`src/rtl/mhe_pkg.sv`:
```
// ----------------------------------------------------------------------------
// mhe_pkg
// Shared types and constants for the max-heap engine: command codes, entry
// layout, controller states and the controller/datapath command and status.
// ----------------------------------------------------------------------------
package mhe_pkg;

    localparam int unsigned HEAP_DEPTH_DEF = 1024;
    localparam int unsigned KEY_W          = 8;
    localparam int unsigned PAYLOAD_W      = 56;
    localparam int unsigned COUNT_W        = 11;
    localparam int unsigned CMD_W          = 3;

    typedef enum logic [CMD_W-1:0] {
        CMD_APPEND  = 3'd0,
        CMD_BUILD   = 3'd1,
        CMD_REWRITE = 3'd2,
        CMD_REMOVE  = 3'd3,
        CMD_CLEAR   = 3'd4
    } t_cmd;

    // key sits above the payload, as in the 64-bit store word
    typedef struct packed {
        logic [KEY_W-1:0]     key;
        logic [PAYLOAD_W-1:0] payload;
    } t_entry;

    typedef enum logic [2:0] {
        ST_IDLE,
        ST_BLD_RD,
        ST_SIFT_LD,
        ST_REM_RD,
        ST_REM_LD,
        ST_SIFT_RD,
        ST_SIFT_CMP,
        ST_DONE
    } t_state;

    // controller -> datapath strobes
    typedef struct packed {
        logic take;        // new beat accepted: clear flags
        logic set_err;     // flag error for this beat
        logic append;      // write entry at the store tail
        logic clear;       // drop all entries
        logic bld_init;    // take whole store into heap, set node counter
        logic rwr_init;    // load sifting entry with new root key
        logic rem_init;    // shrink heap by one
        logic bld_rd;      // read entry at node counter
        logic sift_ld;     // capture sifting entry, read its children
        logic rem_rd;      // read last live entry
        logic rem_ld;      // capture last entry, park old root behind heap
        logic sift_rd;     // read children of current node
        logic sift_cmp;    // compare and move one level
        logic kept_latch;  // record whether the root stayed put
        logic node_dec;    // step build to the previous node
        logic out_load;    // load the result register
    } t_ctl;

    // datapath -> controller status
    typedef struct packed {
        logic live_zero;
        logic store_full;
        logic bld_none;
        logic node_zero;
        logic stay;
        logic out_busy;
    } t_sts;

endpackage

```
`src/rtl/mhe_ctrl.sv`:
```
// ----------------------------------------------------------------------------
// mhe_ctrl
// Controller state machine: decodes the command beat and sequences the
// loads, sift-down levels and the build walk over the datapath.
// ----------------------------------------------------------------------------
module mhe_ctrl (
    input  logic                        i_clk,
    input  logic                        i_rst_n,
    input  logic                        i_in_valid,
    input  logic [mhe_pkg::CMD_W-1:0]   i_cmd,
    input  mhe_pkg::t_sts               i_sts,
    output logic                        o_in_ready,
    output mhe_pkg::t_ctl               o_ctl
);

    mhe_pkg::t_state r_state, n_state;
    logic            r_bld, n_bld;
    logic            r_rwr, n_rwr;
    logic            accept;

    assign o_in_ready = (r_state == mhe_pkg::ST_IDLE);
    assign accept     = i_in_valid && o_in_ready;

    always_ff @(posedge i_clk) begin
        if (!i_rst_n) begin
            r_state <= mhe_pkg::ST_IDLE;
            r_bld   <= 1'b0;
            r_rwr   <= 1'b0;
        end else begin
            r_state <= n_state;
            r_bld   <= n_bld;
            r_rwr   <= n_rwr;
        end
    end

    // remember which operation owns the sift loop
    always_comb begin
        n_bld = r_bld;
        n_rwr = r_rwr;
        if (accept) begin
            n_bld = (i_cmd == mhe_pkg::CMD_BUILD);
            n_rwr = (i_cmd == mhe_pkg::CMD_REWRITE);
        end
    end

    // next state
    always_comb begin
        n_state = r_state;
        unique case (r_state)
            mhe_pkg::ST_IDLE: begin
                if (accept) begin
                    unique case (i_cmd)
                        mhe_pkg::CMD_BUILD:
                            n_state = i_sts.bld_none ? mhe_pkg::ST_DONE : mhe_pkg::ST_BLD_RD;
                        mhe_pkg::CMD_REWRITE:
                            n_state = i_sts.live_zero ? mhe_pkg::ST_DONE : mhe_pkg::ST_SIFT_RD;
                        mhe_pkg::CMD_REMOVE:
                            n_state = i_sts.live_zero ? mhe_pkg::ST_DONE : mhe_pkg::ST_REM_RD;
                        default:
                            n_state = mhe_pkg::ST_DONE;
                    endcase
                end
            end
            mhe_pkg::ST_BLD_RD:  n_state = mhe_pkg::ST_SIFT_LD;
            mhe_pkg::ST_SIFT_LD: n_state = mhe_pkg::ST_SIFT_CMP;
            mhe_pkg::ST_REM_RD:  n_state = mhe_pkg::ST_REM_LD;
            mhe_pkg::ST_REM_LD:  n_state = mhe_pkg::ST_SIFT_RD;
            mhe_pkg::ST_SIFT_RD: n_state = mhe_pkg::ST_SIFT_CMP;
            mhe_pkg::ST_SIFT_CMP: begin
                if (!i_sts.stay) begin
                    n_state = mhe_pkg::ST_SIFT_RD;
                end else if (r_bld && !i_sts.node_zero) begin
                    n_state = mhe_pkg::ST_BLD_RD;
                end else begin
                    n_state = mhe_pkg::ST_DONE;
                end
            end
            mhe_pkg::ST_DONE: begin
                if (!i_sts.out_busy) begin
                    n_state = mhe_pkg::ST_IDLE;
                end
            end
            default: n_state = mhe_pkg::ST_IDLE;
        endcase
    end

    // datapath strobes
    always_comb begin
        o_ctl = '0;
        unique case (r_state)
            mhe_pkg::ST_IDLE: begin
                if (accept) begin
                    o_ctl.take = 1'b1;
                    unique case (i_cmd)
                        mhe_pkg::CMD_APPEND: begin
                            o_ctl.set_err = i_sts.store_full;
                            o_ctl.append  = !i_sts.store_full;
                        end
                        mhe_pkg::CMD_BUILD:   o_ctl.bld_init = 1'b1;
                        mhe_pkg::CMD_REWRITE: o_ctl.rwr_init = !i_sts.live_zero;
                        mhe_pkg::CMD_REMOVE: begin
                            o_ctl.set_err  = i_sts.live_zero;
                            o_ctl.rem_init = !i_sts.live_zero;
                        end
                        mhe_pkg::CMD_CLEAR:   o_ctl.clear = 1'b1;
                        default: ;
                    endcase
                end
            end
            mhe_pkg::ST_BLD_RD:  o_ctl.bld_rd  = 1'b1;
            mhe_pkg::ST_SIFT_LD: o_ctl.sift_ld = 1'b1;
            mhe_pkg::ST_REM_RD:  o_ctl.rem_rd  = 1'b1;
            mhe_pkg::ST_REM_LD:  o_ctl.rem_ld  = 1'b1;
            mhe_pkg::ST_SIFT_RD: o_ctl.sift_rd = 1'b1;
            mhe_pkg::ST_SIFT_CMP: begin
                o_ctl.sift_cmp   = 1'b1;
                o_ctl.kept_latch = i_sts.stay && r_rwr;
                o_ctl.node_dec   = i_sts.stay && r_bld && !i_sts.node_zero;
            end
            mhe_pkg::ST_DONE: o_ctl.out_load = !i_sts.out_busy;
            default: ;
        endcase
    end

endmodule

```
`config.mk`:
```
export PLATFORM = sky130hd
export DESIGN_NAME = mhe_ctrl
export DESIGN_NICKNAME = d
export VERILOG_FILES = /design/src/rtl/mhe_pkg.sv /design/src/rtl/mhe_ctrl.sv
export SDC_FILE = /design/constraint.sdc
export NUM_CORES = 1
export LEC_CHECK = 0
export BUFFER_PORTS_ARGS = -buffer_cell sky130_fd_sc_hd__buf_2
export CAP_MARGIN = 20
export CORE_AREA = 2 2 39 41
export DETAILED_ROUTE_END_ITERATION = 10
export DIE_AREA = 0 0 41 43
export GPL_ROUTABILITY_DRIVEN = 0
export PLACE_DENSITY = 0.67
export SLEW_MARGIN = 20
export SYNTH_ARGS = -nofsm -noshare
export SYNTH_HDL_FRONTEND = slang
export SYNTH_SLANG_ARGS = --single-unit
```
`constraint.sdc`:
```
create_clock -name i_clk -period 2.3 [get_ports i_clk]
set_input_delay 0.575 -clock i_clk [delete_from_list [all_inputs] [get_ports i_clk]]
set_output_delay 0.575 -clock i_clk [all_outputs]
set_load 0.02 [all_outputs]
```
==> results.cfg <==
[pwr]
internal_power_mw = 0.258
p_switching_mw = 0.172
power.share.clock_pct = 23.8
p_per_area_nw_per_um2 = 607
leakage_nw = 0.352
pwr-share-seq_pct = 24.4
swShare_pct = 40.0
p_comb_share_pct = 51.8
max-vdd-ir-drop_mv = 0.404

[routing]
drt_iter0_markers = 13
via_count = 583
detailedRoute.firstPassIterationCount = 2
drcViolationCount = 0
routed_via_density = 4.94
ant_nets = 0
routedWlPerCell_um = 10.0
routed_wl_um = 1180

[timing]
slew_headroom_pct = 73.2
setup_ws_ps = 26.7
timing.final.max_slew_violations = 0
hold_violations = 0
grt_setup_unrepaired = true
finClkSkew_ps = 2.82
setup_tns_ps = 0
tightest_slew_ps = 396
min_period_ps = 2270
max_freq_mhz = 440
holdWs_ps = 450
post-route-period-util_pct = 98.8
setup_viol = 0

[cells_and_area]
fin_area_um2 = 709
area_delta_synth_final_pct = 54.9
seqCellArea_um2 = 100
nNetsFinal = 115
multi_input_area_um2 = 340
n_antenna_cell = 0
nFillCells = 153
post_route_cells_drive_above_1_share_pct = 45.1
layout.cells.non_filler = 118

[placed_design]
pre_cts_ws_ps = -54.5
io_buffers = 28
place_hpwl_um = 906
dp_cells = 114
place_area_um2 = 657

[synthesis]
synthTopCellsByArea = dfxtp_1, nand2_1, nor3_1, nor2_1, nor3b_1
ys_warn_count = 0
synth.avg_cell_area_um2 = 6.54
synth_area_um2 = 458
synth_cell_types = 28
synth.largest_area_cell = dfxtp_1
ys_seq_area_share_pct = 21.9
syn_nets = 82
synth_top_cell_area_share_pct = 21.9
ys_seq_elements = 5
postSynthCellCount = 70

[setup_path]
cp_top_family = simple AND/OR/NAND/NOR gates
critPathRequiredTime_ps = 1730
cp_slowest_cell = or4b_4
critPathMaxStageDelay_ps = 480
cp-end-kind = output pin
crit_path_frequent_cell = buf_6
cp_data_arrival_time_ps = 1700
critPathKind = primary input to output pin
path_cells = buf_6 -> or4b_4 -> or3_4 -> inv_2 -> buf_6
cp.buffers_inverters = 3
crit_path_max_fanout = 4
crit_path_start_kind = primary input

[floorplanning]
die_area_um2 = 1760
ioPinCount = 29
fp.dieH_um = 43
die_x_um = 41
coreArea_um2 = 1380
rows = 14
start_util_pct = 33.1

[run]
cap_violations = 0

[clock_network]
cts.sinks = 5
clkTransAtPathRegs_ps = 40
cts_buffers = 3
htree_levels = 1
worstSkewPairLatency_ps = 250
tritoncts = done
cts_buffer_depth = 2
root_buffer = clkbuf_4
postCtsHoldBufs = 0

[run_status]
run_status = finished, final reports clean

[global_route]
antenna_found_initial = 0
gr-total-overflow = 0
grt_pass1_wl_um = 1910
grt_pass1_vias = 489
grt_max_degree = 16
grt_use_total_pct = 15.9

[worst_hold_path]
worst_hold_path_type = flip-flop to flip-flop
-- placed cells by master, fill, tap and decap left out, drive strengths merged, types with 2 or more instances in the layout --
cell and count:
a21oi 4, a31oi 2, and3 2, buf 35, clkbuf 4, dfxtp 5
inv 4, nand2 9, nand2b 2, nand3 2, nand3b 2, nor2 6
nor2b 3, nor3 5, nor3b 3, nor4 2, o21ai 2
-- cell usage after synthesis --
cell type  instances
nor4_1             2
mux2i_1            1
nor2b_1            3
and3_1             2
and3b_1            1
nor3b_1            3
dfxtp_1            5
clkbuf_1           5
or3_1              1
nand2b_1           2
nand3b_1           2
o21ai_0            2
a31oi_1            2
nor3_1             5
a21boi_1           1
o41ai_1            1
nor4b_1            1
or4b_1             1
nand2_1            9
buf_4              1
nand3_1            2
a21oi_1            4
a22oi_1            1
inv_1              4
or2b_1             1
nor2_1             6
buf_2              1
o22a_1             1
-- path summary, 6_finish.rpt --
check,slack [ps],start,to,depth (start not counted)
max,30,i_in_valid,o_ctl[11],5
min,450,r_bld,r_bld,2
max reg2reg,700,r_state[1],r_rwr,5
min reg2reg,450,r_bld,r_bld,2
-- cell type report --
| cell class | instances | area share [%] |
|---|---|---|
| multi-input cells | 54 | 48.0 |
| repair buffers | 35 | 29.3 |
| flip-flops and latches | 5 | 14.1 |
| clock buffers | 4 | 3.70 |
| well taps | 16 | 2.82 |
| inverters | 4 | 2.12 |
-- flip-flops by register name, indices dropped and copies added, names as in the netlist --
register / cells
r_state: 3
r_bld: 1
r_rwr: 1
-- worst register-to-register path, cell delays in order (launching register included) --
cell and delay [ps]:
dfxtp_1 300, or4b_4 560, buf_4 160, nor4b_1 310, a21oi_1 80, nor2b_1 110
-- power by group through the flow --
stage	combinational (mW)	clock, mW	sequential (mW)
2_1_floorplan	0.138	0	0.112
3_3_place_gp	0.214	0	0.105
3_5_place_dp	0.215	0	0.105
4_1_cts	0.220	0.106	0.105
5_1_grt	0.248	0.111	0.106
6_report	0.223	0.103	0.105
-- layer usage --
layer	up-vias	wire length [um]	part of all wire, %	track usage [%]
li1	310	-	-	-
met2	22	477	40	22.8
met3	4	104	8.8	6.81
met1	247	568	48	19.6
met5	-	0	0	0
met4	0	34	2.9	8.00
-- stage by stage --
stage / total power, mW / util [%]
2_1_floorplan: 0.250 / -
3_3_place_gp: 0.320 / 47.5
3_5_place_dp: 0.321 / 47.5
4_1_cts: 0.431 / 49.8
5_1_grt: 0.464 / 51.3
6_report: 0.431 / 51.3
-- repair_timing --
action	in CTS	in global routing
setup endpoints to repair	3	3
endpoints found under the hold margin	0	0
buffers inserted	0	0
pin swaps	0	2
resized for setup	2	7
-- kinds of logic (layout without fill, tap and decap cells) --
family                 after synthesis  after routing  share of synthesized area (%)
and+or+nand+nor                     41             41                           49.5
muxes                                1              1                           2.19
buffers and inverters               11             43                           10.1
AOI/OAI and AO/OA                   12             12                           16.4
DFF                                  5              5                           21.9
Note: power is estimated with default switching activity, not from simulation.
